[src/rtl/apr_pkg.sv]
// Shared types and constants for the aging page replacement core.
`timescale 1ns / 1ps

package apr_pkg;

    // Default build-time sizes
    localparam int FRAMES_DEF       = 16;
    localparam int COUNTER_BITS_DEF = 8;
    localparam int PAGE_BITS_DEF    = 32;

    // Fixed field widths of the channels and the register
    localparam int ACTIVE_W  = 5;
    localparam int FRAME_W   = 4;
    localparam int PAGE_IN_W = 32;
    localparam int COUNT_W   = 32;

    localparam logic [ACTIVE_W-1:0] ACTIVE_RESET = 5'd16;

    // Command codes of the input channel
    localparam logic CMD_ACCESS = 1'b0;
    localparam logic CMD_TICK   = 1'b1;

    // Input transaction
    typedef struct packed {
        logic                 cmd;
        logic [PAGE_IN_W-1:0] page_number;
    } access_t;

    // Result transaction
    typedef struct packed {
        logic                 hit;
        logic [FRAME_W-1:0]   frame;
        logic                 evicted;
        logic [PAGE_IN_W-1:0] evicted_page;
        logic [COUNT_W-1:0]   hit_count;
        logic [COUNT_W-1:0]   miss_count;
    } result_t;

    // Status of a lookup travelling down the cell chain
    typedef struct packed {
        logic valid;
        logic hit;
        logic free_found;
        logic min_found;
    } probe_flags_t;

    // Update broadcast to every cell
    typedef struct packed {
        logic tick;
        logic fill;
        logic mark;
    } cell_cmd_t;

endpackage

[src/rtl/apr_cell.sv]
// One page frame of the table, with its stage of the lookup chain.
`timescale 1ns / 1ps

module apr_cell #(
    parameter int INDEX        = 0,
    parameter int FRAMES       = apr_pkg::FRAMES_DEF,
    parameter int COUNTER_BITS = apr_pkg::COUNTER_BITS_DEF,
    parameter int PAGE_BITS    = apr_pkg::PAGE_BITS_DEF,
    parameter int IW           = (FRAMES > 1) ? $clog2(FRAMES) : 1,
    parameter int UW           = 8
) (
    input  logic                       aclk,
    input  logic                       aresetn,
    input  logic [UW-1:0]              used_frames,
    input  apr_pkg::cell_cmd_t         cmd,
    input  logic [IW-1:0]              cmd_slot,
    input  logic [PAGE_BITS-1:0]       cmd_page,
    input  apr_pkg::probe_flags_t      probe_flags_i,
    input  logic [PAGE_BITS-1:0]       probe_page_i,
    input  logic [IW-1:0]              probe_hit_idx_i,
    input  logic [IW-1:0]              probe_free_idx_i,
    input  logic [IW-1:0]              probe_min_idx_i,
    input  logic [COUNTER_BITS-1:0]    probe_min_cnt_i,
    input  logic [PAGE_BITS-1:0]       probe_min_page_i,
    output apr_pkg::probe_flags_t      probe_flags_o,
    output logic [PAGE_BITS-1:0]       probe_page_o,
    output logic [IW-1:0]              probe_hit_idx_o,
    output logic [IW-1:0]              probe_free_idx_o,
    output logic [IW-1:0]              probe_min_idx_o,
    output logic [COUNTER_BITS-1:0]    probe_min_cnt_o,
    output logic [PAGE_BITS-1:0]       probe_min_page_o
);
    import apr_pkg::*;

    localparam logic [IW-1:0] MY_IDX = IW'(INDEX);
    localparam logic [UW-1:0] MY_POS = UW'(INDEX);

    // Frame state
    logic                    valid_reg, valid_next;
    logic                    ref_reg, ref_next;
    logic [COUNTER_BITS-1:0] cnt_reg, cnt_next;
    logic [PAGE_BITS-1:0]    page_reg, page_next;

    // Probe stage
    probe_flags_t            pf_reg, pf_next;
    logic [PAGE_BITS-1:0]    pp_reg, pp_next;
    logic [IW-1:0]           hit_idx_reg, hit_idx_next;
    logic [IW-1:0]           free_idx_reg, free_idx_next;
    logic [IW-1:0]           min_idx_reg, min_idx_next;
    logic [COUNTER_BITS-1:0] min_cnt_reg, min_cnt_next;
    logic [PAGE_BITS-1:0]    min_page_reg, min_page_next;

    logic active;
    logic selected;

    assign active   = (MY_POS < used_frames);
    assign selected = (cmd_slot == MY_IDX);

    // Lookup: first match, first free, first smallest counter
    always_comb begin
        pf_next       = probe_flags_i;
        pp_next       = probe_page_i;
        hit_idx_next  = probe_hit_idx_i;
        free_idx_next = probe_free_idx_i;
        min_idx_next  = probe_min_idx_i;
        min_cnt_next  = probe_min_cnt_i;
        min_page_next = probe_min_page_i;
        if (probe_flags_i.valid && active) begin
            if (valid_reg && (page_reg == probe_page_i) && !probe_flags_i.hit) begin
                pf_next.hit  = 1'b1;
                hit_idx_next = MY_IDX;
            end
            if (!valid_reg && !probe_flags_i.free_found) begin
                pf_next.free_found = 1'b1;
                free_idx_next      = MY_IDX;
            end
            if (valid_reg && (!probe_flags_i.min_found || (cnt_reg < probe_min_cnt_i))) begin
                pf_next.min_found = 1'b1;
                min_idx_next      = MY_IDX;
                min_cnt_next      = cnt_reg;
                min_page_next     = page_reg;
            end
        end
    end

    // Frame update: aging tick, fill on miss, mark on hit
    always_comb begin
        valid_next = valid_reg;
        ref_next   = ref_reg;
        cnt_next   = cnt_reg;
        page_next  = page_reg;
        if (cmd.tick && active && valid_reg) begin
            cnt_next = {ref_reg, cnt_reg[COUNTER_BITS-1:1]};
            ref_next = 1'b0;
        end
        if (cmd.fill && selected) begin
            valid_next = 1'b1;
            ref_next   = 1'b1;
            cnt_next   = '0;
            page_next  = cmd_page;
        end
        if (cmd.mark && selected) begin
            ref_next = 1'b1;
        end
    end

    always_ff @(posedge aclk) begin
        if (!aresetn) begin
            valid_reg <= 1'b0;
            ref_reg   <= 1'b0;
            cnt_reg   <= '0;
            pf_reg    <= '0;
        end else begin
            valid_reg <= valid_next;
            ref_reg   <= ref_next;
            cnt_reg   <= cnt_next;
            pf_reg    <= pf_next;
        end
    end

    // Page tag and probe payload need no reset
    always_ff @(posedge aclk) begin
        page_reg     <= page_next;
        pp_reg       <= pp_next;
        hit_idx_reg  <= hit_idx_next;
        free_idx_reg <= free_idx_next;
        min_idx_reg  <= min_idx_next;
        min_cnt_reg  <= min_cnt_next;
        min_page_reg <= min_page_next;
    end

    assign probe_flags_o    = pf_reg;
    assign probe_page_o     = pp_reg;
    assign probe_hit_idx_o  = hit_idx_reg;
    assign probe_free_idx_o = free_idx_reg;
    assign probe_min_idx_o  = min_idx_reg;
    assign probe_min_cnt_o  = min_cnt_reg;
    assign probe_min_page_o = min_page_reg;

endmodule

[src/rtl/aging_page_replacement_core.sv]
// Top level: controller, result register and the chain of frame cells.
`timescale 1ns / 1ps

// Aging page replacement over a fully associative table of FRAMES frames.
// Input channel (s_valid/s_ready/s_data): each transaction is a page access
// or an aging tick. Result channel (m_valid/m_ready/m_data): one transaction
// per access, none per tick. cfg_wr_en/cfg_wr_data write the active frame
// count; write it only while the block is idle.
// An access launches a lookup that passes down the chain of frame cells,
// one cell per cycle. The tail's outcome is registered as a decision in
// the search state, the commit state then registers the result, and no
// input is taken until the controller is back in the idle state. A tick
// leaves the controller idle, so the next transaction can follow at once.
// The result sits in an output register; a stalled receiver holds it there
// while the next transaction is taken and looked up. A finished lookup waits
// for that register to drain before its result and table update are made.
// Reset (synchronous, active low) empties every frame, clears the hit and
// miss counts and sets the active frame count to 16. There is no clearing
// pass; the block accepts input as soon as reset is released.
module aging_page_replacement_core #(
    parameter int FRAMES       = apr_pkg::FRAMES_DEF,
    parameter int COUNTER_BITS = apr_pkg::COUNTER_BITS_DEF,
    parameter int PAGE_BITS    = apr_pkg::PAGE_BITS_DEF
) (
    input  logic                           aclk,
    input  logic                           aresetn,
    input  logic                           cfg_wr_en,
    input  logic [apr_pkg::ACTIVE_W-1:0]   cfg_wr_data,
    input  logic                           s_valid,
    output logic                           s_ready,
    input  apr_pkg::access_t               s_data,
    output logic                           m_valid,
    input  logic                           m_ready,
    output apr_pkg::result_t               m_data
);
    import apr_pkg::*;

    localparam int IW = (FRAMES > 1) ? $clog2(FRAMES) : 1;
    localparam int CW = $clog2(FRAMES + 1);
    localparam int UW = (CW > ACTIVE_W) ? CW : ACTIVE_W;
    localparam logic [UW-1:0] FRAMES_U = UW'(FRAMES);
    localparam logic [UW-1:0] ONE_U    = UW'(1);

    typedef enum logic [2:0] {
        ST_IDLE   = 3'b001,
        ST_SEARCH = 3'b010,
        ST_COMMIT = 3'b100
    } state_t;

    state_t state_reg, state_next;

    // Configuration
    logic [ACTIVE_W-1:0] active_frames_reg;
    logic [UW-1:0]       active_ext;
    logic [UW-1:0]       used_frames;

    always_ff @(posedge aclk) begin
        if (!aresetn) begin
            active_frames_reg <= ACTIVE_RESET;
        end else if (cfg_wr_en) begin
            active_frames_reg <= cfg_wr_data;
        end
    end

    // Zero counts as one frame, anything above the build size as the build size
    assign active_ext  = UW'(active_frames_reg);
    assign used_frames = (active_ext == '0) ? ONE_U :
                         ((active_ext > FRAMES_U) ? FRAMES_U : active_ext);

    // Chain wiring, entry 0 fed from the controller
    probe_flags_t            pr_flags    [0:FRAMES];
    logic [PAGE_BITS-1:0]    pr_page     [0:FRAMES];
    logic [IW-1:0]           pr_hit_idx  [0:FRAMES];
    logic [IW-1:0]           pr_free_idx [0:FRAMES];
    logic [IW-1:0]           pr_min_idx  [0:FRAMES];
    logic [COUNTER_BITS-1:0] pr_min_cnt  [0:FRAMES];
    logic [PAGE_BITS-1:0]    pr_min_page [0:FRAMES];
    logic [FRAMES:0]         pr_valid_vec;

    probe_flags_t         probe_flags_reg, probe_flags_next;
    logic [PAGE_BITS-1:0] probe_page_reg, probe_page_next;

    cell_cmd_t            cmd_reg, cmd_next;
    logic [IW-1:0]        cmd_slot_reg, cmd_slot_next;
    logic [PAGE_BITS-1:0] cmd_page_reg, cmd_page_next;

    assign pr_flags[0]    = probe_flags_reg;
    assign pr_page[0]     = probe_page_reg;
    assign pr_hit_idx[0]  = '0;
    assign pr_free_idx[0] = '0;
    assign pr_min_idx[0]  = '0;
    assign pr_min_cnt[0]  = '0;
    assign pr_min_page[0] = '0;

    genvar g;
    generate
        for (g = 0; g < FRAMES; g++) begin : g_cell
            apr_cell #(
                .INDEX        (g),
                .FRAMES       (FRAMES),
                .COUNTER_BITS (COUNTER_BITS),
                .PAGE_BITS    (PAGE_BITS),
                .IW           (IW),
                .UW           (UW)
            ) u_cell (
                .aclk             (aclk),
                .aresetn          (aresetn),
                .used_frames      (used_frames),
                .cmd              (cmd_reg),
                .cmd_slot         (cmd_slot_reg),
                .cmd_page         (cmd_page_reg),
                .probe_flags_i    (pr_flags[g]),
                .probe_page_i     (pr_page[g]),
                .probe_hit_idx_i  (pr_hit_idx[g]),
                .probe_free_idx_i (pr_free_idx[g]),
                .probe_min_idx_i  (pr_min_idx[g]),
                .probe_min_cnt_i  (pr_min_cnt[g]),
                .probe_min_page_i (pr_min_page[g]),
                .probe_flags_o    (pr_flags[g+1]),
                .probe_page_o     (pr_page[g+1]),
                .probe_hit_idx_o  (pr_hit_idx[g+1]),
                .probe_free_idx_o (pr_free_idx[g+1]),
                .probe_min_idx_o  (pr_min_idx[g+1]),
                .probe_min_cnt_o  (pr_min_cnt[g+1]),
                .probe_min_page_o (pr_min_page[g+1])
            );
        end
        for (g = 0; g <= FRAMES; g++) begin : g_vld
            assign pr_valid_vec[g] = pr_flags[g].valid;
        end
    endgenerate

    // Decision taken from the chain tail
    logic                 dec_hit_reg, dec_hit_next;
    logic                 dec_evict_reg, dec_evict_next;
    logic [IW-1:0]        dec_slot_reg, dec_slot_next;
    logic [PAGE_BITS-1:0] dec_page_reg, dec_page_next;
    logic [PAGE_BITS-1:0] dec_old_reg, dec_old_next;

    // Running totals and result register
    logic [COUNT_W-1:0] hits_total_reg, hits_total_next;
    logic [COUNT_W-1:0] misses_total_reg, misses_total_next;
    logic               m_valid_reg, m_valid_next;
    result_t            m_data_reg, m_data_next;

    probe_flags_t tail;
    logic         s_fire;
    logic         out_free;

    assign tail     = pr_flags[FRAMES];
    assign s_ready  = (state_reg == ST_IDLE);
    assign s_fire   = s_valid && s_ready;
    assign out_free = !m_valid_reg || m_ready;

    // Controller
    always_comb begin
        state_next        = state_reg;
        probe_flags_next  = '0;
        probe_page_next   = probe_page_reg;
        cmd_next          = '0;
        cmd_slot_next     = cmd_slot_reg;
        cmd_page_next     = cmd_page_reg;
        dec_hit_next      = dec_hit_reg;
        dec_evict_next    = dec_evict_reg;
        dec_slot_next     = dec_slot_reg;
        dec_page_next     = dec_page_reg;
        dec_old_next      = dec_old_reg;
        hits_total_next   = hits_total_reg;
        misses_total_next = misses_total_reg;
        m_valid_next      = m_valid_reg && !m_ready;
        m_data_next       = m_data_reg;

        unique case (state_reg)
            ST_IDLE: begin
                if (s_fire) begin
                    if (s_data.cmd == CMD_TICK) begin
                        cmd_next.tick = 1'b1;
                    end else begin
                        probe_flags_next.valid = 1'b1;
                        probe_page_next        = PAGE_BITS'(s_data.page_number);
                        state_next             = ST_SEARCH;
                    end
                end
            end
            ST_SEARCH: begin
                if (tail.valid) begin
                    dec_hit_next   = tail.hit;
                    dec_evict_next = !tail.hit && !tail.free_found;
                    dec_page_next  = pr_page[FRAMES];
                    dec_old_next   = '0;
                    if (tail.hit) begin
                        dec_slot_next = pr_hit_idx[FRAMES];
                    end else if (tail.free_found) begin
                        dec_slot_next = pr_free_idx[FRAMES];
                    end else begin
                        dec_slot_next = pr_min_idx[FRAMES];
                        dec_old_next  = pr_min_page[FRAMES];
                    end
                    state_next = ST_COMMIT;
                end
            end
            ST_COMMIT: begin
                if (out_free) begin
                    if (dec_hit_reg) begin
                        cmd_next.mark = 1'b1;
                        if (hits_total_reg != '1) begin
                            hits_total_next = hits_total_reg + COUNT_W'(1);
                        end
                    end else begin
                        cmd_next.fill = 1'b1;
                        if (misses_total_reg != '1) begin
                            misses_total_next = misses_total_reg + COUNT_W'(1);
                        end
                    end
                    cmd_slot_next            = dec_slot_reg;
                    cmd_page_next            = dec_page_reg;
                    m_valid_next             = 1'b1;
                    m_data_next.hit          = dec_hit_reg;
                    m_data_next.frame        = FRAME_W'(dec_slot_reg);
                    m_data_next.evicted      = dec_evict_reg;
                    m_data_next.evicted_page = PAGE_IN_W'(dec_old_reg);
                    m_data_next.hit_count    = hits_total_next;
                    m_data_next.miss_count   = misses_total_next;
                    state_next               = ST_IDLE;
                end
            end
            default: begin
                state_next = ST_IDLE;
            end
        endcase
    end

    always_ff @(posedge aclk) begin
        if (!aresetn) begin
            state_reg        <= ST_IDLE;
            probe_flags_reg  <= '0;
            cmd_reg          <= '0;
            hits_total_reg   <= '0;
            misses_total_reg <= '0;
            m_valid_reg      <= 1'b0;
        end else begin
            state_reg        <= state_next;
            probe_flags_reg  <= probe_flags_next;
            cmd_reg          <= cmd_next;
            hits_total_reg   <= hits_total_next;
            misses_total_reg <= misses_total_next;
            m_valid_reg      <= m_valid_next;
        end
    end

    always_ff @(posedge aclk) begin
        probe_page_reg <= probe_page_next;
        cmd_slot_reg   <= cmd_slot_next;
        cmd_page_reg   <= cmd_page_next;
        dec_hit_reg    <= dec_hit_next;
        dec_evict_reg  <= dec_evict_next;
        dec_slot_reg   <= dec_slot_next;
        dec_page_reg   <= dec_page_next;
        dec_old_reg    <= dec_old_next;
        m_data_reg     <= m_data_next;
    end

    assign m_valid = m_valid_reg;
    assign m_data  = m_data_reg;

`ifndef NO_ASSERTIONS
    // At most one lookup in the chain at any time
    a_one_probe: assert property (@(posedge aclk) disable iff (!aresetn)
        $countones(pr_valid_vec) <= 1)
        else $error("more than one lookup in the cell chain");

    // A lookup leaves the chain only while the controller waits for it
    a_tail_in_search: assert property (@(posedge aclk) disable iff (!aresetn)
        tail.valid |-> (state_reg == ST_SEARCH))
        else $error("lookup finished outside the search state");

    // A tick never coincides with a fill or a mark
    a_cmd_exclusive: assert property (@(posedge aclk) disable iff (!aresetn)
        $onehot0({cmd_reg.tick, cmd_reg.fill, cmd_reg.mark}))
        else $error("conflicting frame updates");

    // Each commit issues exactly one table update in the next cycle
    a_commit_update: assert property (@(posedge aclk) disable iff (!aresetn)
        (state_reg == ST_COMMIT && out_free) |=> (cmd_reg.fill || cmd_reg.mark))
        else $error("commit without a table update");

    // The running totals never go down
    a_totals_rise: assert property (@(posedge aclk) disable iff (!aresetn)
        ##1 (hits_total_reg >= $past(hits_total_reg) &&
             misses_total_reg >= $past(misses_total_reg)))
        else $error("hit or miss total decreased");
`endif

endmodule

[config.mk]
export PLATFORM = sky130hd
export DESIGN_NAME = aging_page_replacement_core
export DESIGN_NICKNAME = d
export VERILOG_FILES = /design/src/rtl/apr_pkg.sv /design/src/rtl/apr_cell.sv /design/src/rtl/aging_page_replacement_core.sv
export SDC_FILE = /design/constraint.sdc
export NUM_CORES = 2
export LEC_CHECK = 0
export ABC_CLOCK_PERIOD_IN_PS = 6400
export CAP_MARGIN = 5
export CORE_MARGIN = 1.5
export CORE_UTILIZATION = 40
export DETAILED_ROUTE_END_ITERATION = 12
export DONT_BUFFER_PORTS = 1
export SLEW_MARGIN = 20
export SYNTH_ARGS = -nofsm -noshare
export SYNTH_HDL_FRONTEND = slang
export SYNTH_SLANG_ARGS = --single-unit
[constraint.sdc]
create_clock -name aclk -period 6.4 [get_ports aclk]
set_input_delay 0.32 -clock aclk [delete_from_list [all_inputs] [get_ports aclk]]
set_output_delay 0.32 -clock aclk [all_outputs]
set_load 0.01 [all_outputs]
== Word level (Yosys, flattened, before mapping) ==
Index checks and enable logic that the tools add are counted.

* Register bits: 2375
* Logic and storage cells: 871
* Output and inout bits: 104
* Input port bits: 43

* Equality and inequality tests: 40
* Magnitude comparators: 33
* Muxes and demuxes: 276
* $add $sub $neg: 2
* Bitwise operators: 2
* Reduce and logical (&&, ||, !) cells: 274

{| class="wikitable"
|+ Operator list
! cell !! count
|-
| $mux 32 || 34
|-
| $eq 32x32->1 || 16
|-
| $mux 4 || 86
|-
| $mux 8 || 28
|-
| $logic_and 1x1->1 || 147
|-
| $lt 8x8->1 || 15
|-
| $mux 1 || 105
|-
| $logic_not 1->1 || 68
|-
| $add 32x1->32 const B || 2
|-
| $ne 32x32->1 const B || 2
|-
| $mux 3 || 20
|-
| $reduce_bool 3->1 || 16
|-
| $lt 4x5->1 const A || 8
|-
| $reduce_or 2->1 || 17
|-
| $eq 4x4->1 const B || 8
|-
| $lt 3x5->1 const A || 4
|-
| $logic_or 1x1->1 || 17
|-
| $eq 4x3->1 const B || 4
|-
| $lt 1x5->1 const A || 2
|-
| $lt 2x5->1 const A || 2
|-
| $mux 5 || 2
|-
| $pmux 3 s3 || 1
|-
| $reduce_and 3->1 || 3
|-
| $eq 4x2->1 const B || 2
|-
| other kinds (13) || 18
|}

== Depth between registers and ports, before layout ==
* Word-level depth: 9
* Gate-level depth with buffers: 10
* Mapped depth without buffers: 8

== Hierarchy ==
Synthesis repeated with hierarchy kept, for this count alone.

* Cells, all modules: 5651
* Area, all modules: 82127.5 sq um

{| class="wikitable"
|+ Modules (own cells, without submodules)
! module !! cells an instance !! sequential area each (sq um) !! times used !! area an instance (sq um)
|-
| aging_page_replacement_core || 947 || 8628.3 || 1 || 12513.3
|-
| apr_cell at g_cell[4].u_cell ... || 295 || 2922.8 || 2 || 4420.5
|-
| apr_cell at g_cell[1].u_cell || 291 || 2922.8 || 1 || 4419.2
|-
| apr_cell at g_cell[15].u_cell || 300 || 2922.8 || 1 || 4416.7
|-
| apr_cell at g_cell[8].u_cell || 293 || 2922.8 || 1 || 4414.2
|-
| apr_cell at g_cell[14].u_cell || 291 || 2922.8 || 1 || 4411.7
|-
| apr_cell at g_cell[5].u_cell || 291 || 2922.8 || 1 || 4410.5
|-
| apr_cell at g_cell[3].u_cell || 301 || 2922.8 || 1 || 4399.2
|-
| apr_cell at g_cell[10].u_cell || 292 || 2922.8 || 1 || 4305.4
|-
| apr_cell at g_cell[0].u_cell || 294 || 2922.8 || 1 || 4301.6
|-
| apr_cell at g_cell[13].u_cell || 296 || 2922.8 || 1 || 4292.9
|-
| apr_cell at g_cell[12].u_cell || 296 || 2922.8 || 1 || 4290.4
|-
| apr_cell at g_cell[11].u_cell || 291 || 2922.8 || 1 || 4289.1
|-
| apr_cell at g_cell[9].u_cell || 294 || 2922.8 || 1 || 4286.6
|-
| 2 more rows || -- || -- || -- || --
|}

== Worst setup path before layout ==
OpenSTA, ideal clock, no wires.

* Path type: reg2reg
* Start: register state_reg[1]
* End: register dec_evict_reg, enable pin
* Period minus slack after synthesis: 6.280 ns
* Required time: 5.802 ns
* Path slack: 0.120 ns
* Path buffers: 0
* Stages on the path, launching flop included: 3
* Library setup time: 0.598 ns
* Data arrival time: 5.682 ns
* Cell sequence: dfxtp_1 nand2b_1 nor3b_1

* Cells in the longest elaborated chain, start to end: 2

{| class="wikitable"
|+ RTL lines
! what !! line !! RTL
|-
| start: declaration || aging_page_replacement_core.sv:50 || <nowiki>state_t state_reg, state_next;</nowiki>
|-
| start signal: assignment || aging_page_replacement_core.sv:242 || <nowiki>state_reg <= state_next;</nowiki>
|-
| $eq 3x2->1 || aging_page_replacement_core.sv:173 || <nowiki>unique case (state_reg)</nowiki>
|-
| $reduce_and 2->1 (no line) || -- ||
|-
| end signal: assignment || aging_page_replacement_core.sv:256 || <nowiki>dec_evict_reg <= dec_evict_next;</nowiki>
|-
| end: declaration || aging_page_replacement_core.sv:135 || <nowiki>logic dec_evict_reg, dec_evict_next;</nowiki>
|}

No other way between the ends.
A chain may end at the register's enable or synchronous reset.

== Final worst setup path ==
* Start: register active_frames_reg[1] (netlist: active_ext[1])
* End: register g_cell[14].u_cell.min_page_reg[27]

* Cells in the longest elaborated chain, start to end: 6
* Elaborated cells on any way between the ends: 7
* Classes of those cells: 2 x order compare; 3 x mux; 2 x reduce/logical

{| class="wikitable"
|+ RTL lines
! what !! line !! RTL
|-
| start: declaration || aging_page_replacement_core.sv:53 || <nowiki>logic [ACTIVE_W-1:0] active_frames_reg;</nowiki>
|-
| start signal: assignment || aging_page_replacement_core.sv:61 || <nowiki>active_frames_reg <= cfg_wr_data;</nowiki>
|-
| $gt 5x5->1 || aging_page_replacement_core.sv:68 || <nowiki>((active_ext > FRAMES_U) ? FRAMES_U : active_ext);</nowiki>
|-
| $mux 5 || aging_page_replacement_core.sv:68 ||
|-
| $mux 5 (*) || aging_page_replacement_core.sv:67 || <nowiki>assign used_frames = (active_ext == '0) ? ONE_U :</nowiki>
|-
| $lt 4x5->1 (*) || apr_cell.sv:56 || <nowiki>assign active = (MY_POS < used_frames);</nowiki>
|-
| $logic_and 1x1->1 (*) || apr_cell.sv:68 || <nowiki>if (probe_flags_i.valid && active) begin</nowiki>
|-
| $mux 32 (*) || apr_cell.sv:68 ||
|-
| via g_cell[14].u_cell.min_page_next[27] || apr_cell.sv:51 || <nowiki>logic [PAGE_BITS-1:0] min_page_reg, min_page_next;</nowiki>
|-
| end signal: assignment || apr_cell.sv:129 || <nowiki>min_page_reg <= min_page_next;</nowiki>
|-
| end: declaration || apr_cell.sv:51 ||
|}

Mark *: on every way through the listed nets, which the timed path passes. The rest lies on a longest branch.

==> results by group <==
Logic synthesis
  • Mean Syn Cell Area: 14.1 µm²
  • Mapped cell area: 78000 µm²
  • Post-synth top area share: 40.8%
  • Synth async-reset ratio: 0%
  • Mapped Cells: 5522
  • Most common cell in the netlist: dfxtp_1
  • Top cells by count, synth: 1591 x dfxtp_1, 748 x edfxtp_1, 582 x mux2_2, 397 x xnor2_1, 338 x nor2_1
  • Post-synth EDFFs: 748
  • YS warnings: 0
  • Post-synthesis sequential area ratio: 69.6%
  • Post-synthesis register bit count: 2339
  • Syn Nets: 5672
  • Main flop type after synthesis: dfxtp_1
  • Yosys cell types: 84
  • Largest area contributor in the netlist: dfxtp_1
  • Synth top area cells: dfxtp_1 41%, edfxtp_1 29%, mux2_2 8.4%

Floorplanning
  • Die Ht: 445 µm
  • Die area: 198000 µm²
  • Initial Util: 40.4%
  • I/O pin count: 147
  • Die width: 445 µm
  • Core area: 193000 µm²
  • FP Rows: 161

Placement
  • PortBufs: 0
  • Dpl hpwl: 118000 µm
  • DP Cell Count: 7933
  • Place WS: 3.54 ns
  • Placer congestion estimate: 0.857

STA
  • RSZ-0062 raised after global routing: false
  • Period utilization: 45.1%
  • Actual slew at the worst max-slew pin: 1.15 ns
  • Final worst setup slack: 3.51 ns
  • Fin. Hold Viols: 0
  • Setup TNS: 0 ns
  • Pins Over Slew Limit: 0
  • Final count of negative-setup-slack endpoints: 0
  • Clock skew: 0.0724 ns
  • Fmax: 0.346 GHz
  • Slew headroom: 23.4%
  • Fin Hold WS: 0.0516 ns
  • Final worst path period need: 2.89 ns

Outcome
  • Status: complete, no violations

Setup path
  • Endpoint type of the worst setup path: register
  • Crit Path Max Fanout: 33
  • Crit start category: register
  • Crit path DAT: 3.59 ns
  • Critical path type: reg -> reg
  • Critical path required time: 7.10 ns

GRT
  • GR Util All Layers: 16.3%
  • Total grt overflow: 0
  • First-pass GRT wire length: 248000 µm
  • Largest net degree at the start of global routing: 76
  • Antenna violations before repair: 3
  • Vias in the first global route: 40100

Detailed routing
  • Routed wl met3: 5930 µm
  • Top sig layer: met4
  • Metal-1 WL: 76700 µm
  • Remaining DRCs: 0
  • Met2 routed WL: 75500 µm
  • Post-route ant nets: 0
  • Vias: 39200
  • WL/cell: 19.4 µm
  • First DRT Iteration DRCs: 2445
  • Via density: 4.66
  • WL final: 163000 µm
  • Drt pass-1 iters: 5

Pwr
  • Clock network power share: 45.7%
  • VDD IR max: 236 µV
  • P_sw: 5.86 mW
  • Comb power frac: 1.0%
  • Sequential power share: 53.3%
  • Pwr per Cell Area: 326 nW/µm²
  • Pint: 23.2 mW
  • Sw Share: 20.2%
  • LEAKAGE: 33.4 nW

Layout
  • Utilization after layout: 46.1%
  • Layout Cells excl Fill: 8403
  • Share of post-route cells with drive strength above 1: 18.6%
  • Final nets: 5827
  • P&R area growth vs syn: 14.3%

Clock network
  • H-tree depth: 4
  • Clock-pin slew on the worst setup and hold paths: 0.06 ns
  • Worst-Skew Late Latency: 0.86 ns
  • Post-CTS Setup Bufs: 0
  • TritonCTS Buffers: 221
  • Post_cts resized: 0
  • Hold Buf Count CTS: 45
  • Root buffer cell: clkbuf_16
  • Max Root-Sink Buffers: 3
  • CTS tree: done
  • Clk sinks: 2339

Flow run
  • Max Cap Viol: 0

Hold path
  • Worst Hold Class: in -> reg
worst paths after layout:
path	from	end	slack [ns]	depth (start not counted)
worst max-delay path	active_ext[1]	g_cell[14].u_cell.probe_min_page_o[27]	3.51	7
worst min register to register	g_cell[0].u_cell.probe_page_o[1]	g_cell[1].u_cell.probe_page_o[1]	0.34	0
worst max register to register	active_ext[1]	g_cell[14].u_cell.probe_min_page_o[27]	3.51	7
worst min-delay path	m_ready	cmd_reg[1]	0.05	3
cell families (layout without fill, tap and decap cells):
| logic type | count (synthesis) | after routing | synth area share (%) |
|---|---|---|---|
| AO/OA/AOI/OAI | 256 | 256 | 2.01 |
| multiplexers | 697 | 697 | 9.90 |
| flip-flops | 2339 | 2339 | 69.6 |
| XOR/XNOR | 614 | 614 | 6.90 |
| buffers and inverters | 295 | 646 | 1.62 |
| AND/OR/NAND/NOR | 1214 | 1214 | 8.22 |
| adder cells (fa/ha/maj) | 107 | 107 | 1.72 |
| other | 0 | 4 | 0 |
power groups by stage:
| stage | registers (mW) | clock network, mW | logic, mW |
|---|---|---|---|
| 6_report | 15.5 | 13.3 | 0.279 |
| 5_1_grt | 15.5 | 14.2 | 0.296 |
| 4_1_cts | 15.5 | 13.6 | 0.288 |
| 3_5_place_dp | 15.8 | 0 | 0.254 |
| 3_3_place_gp | 15.8 | 0 | 0.254 |
| 2_1_floorplan | 15.8 | 0 | 0.165 |
metrics by stage:
step	cell area [µm²]	total power, mW
after CTS	89100	29.4
after detailed placement	81000	16.1
final	89100	29.1
after global routing	89100	30.0
after floorplan	78000	15.9
after global placement	80900	16.1
critical path: stages, from the launching register on:
cell	delay, ns
dfxtp_1	0.71
a41o_1	0.37
and3_1	0.33
o211ai_1	0.12
a21oi_1	0.37
nor2_4	0.14
buf_4	0.29
mux2_1	0.39
final cells by class:
type                       instances  area (µm²)
clock buffer                     325        6470
antenna                            4        10.0
tap                             2526        3160
sequential                      2339       54300
fill                           16900      104000
timing repair buffer              84         836
inverter                         143         547
clock inverter                    94        1160
multi-input combinational       2888       22600
metal layers:
layer	vias up	track usage, %
met5	-	0
met4	0	5.32
met3	264	2.68
met2	611	26.7
met1	18700	22.1
li1	19500	-
cells in the final DEF (no fill, tap or decap), types with 15 or more instances in the layout:
master and count:
xnor2_1 397, nand2_1 182, mux2_2 582, a21o_1 18
nand4_1 136, clkbuf_8 34, and2_1 71, clkbuf_16 231
nor3_1 44, dfxtp_1 1591, a21oi_1 117, inv_1 140
bufinv_16 16, clkbuf_1 60, edfxtp_1 748, nand2b_1 41
o21ai_0 28, nand3_1 69, xor2_1 217, clkinv_2 36
nor2b_1 47, or3_1 31, and3_1 66, dlygate4sd3_1 44
buf_4 33, or2_2 62, clkinv_1 15, nor2_1 316
mux2i_1 104, nor4_1 64, o21ai_1 21, ha_1 107
No activity file was read; power rests on OpenSTA's default activity.
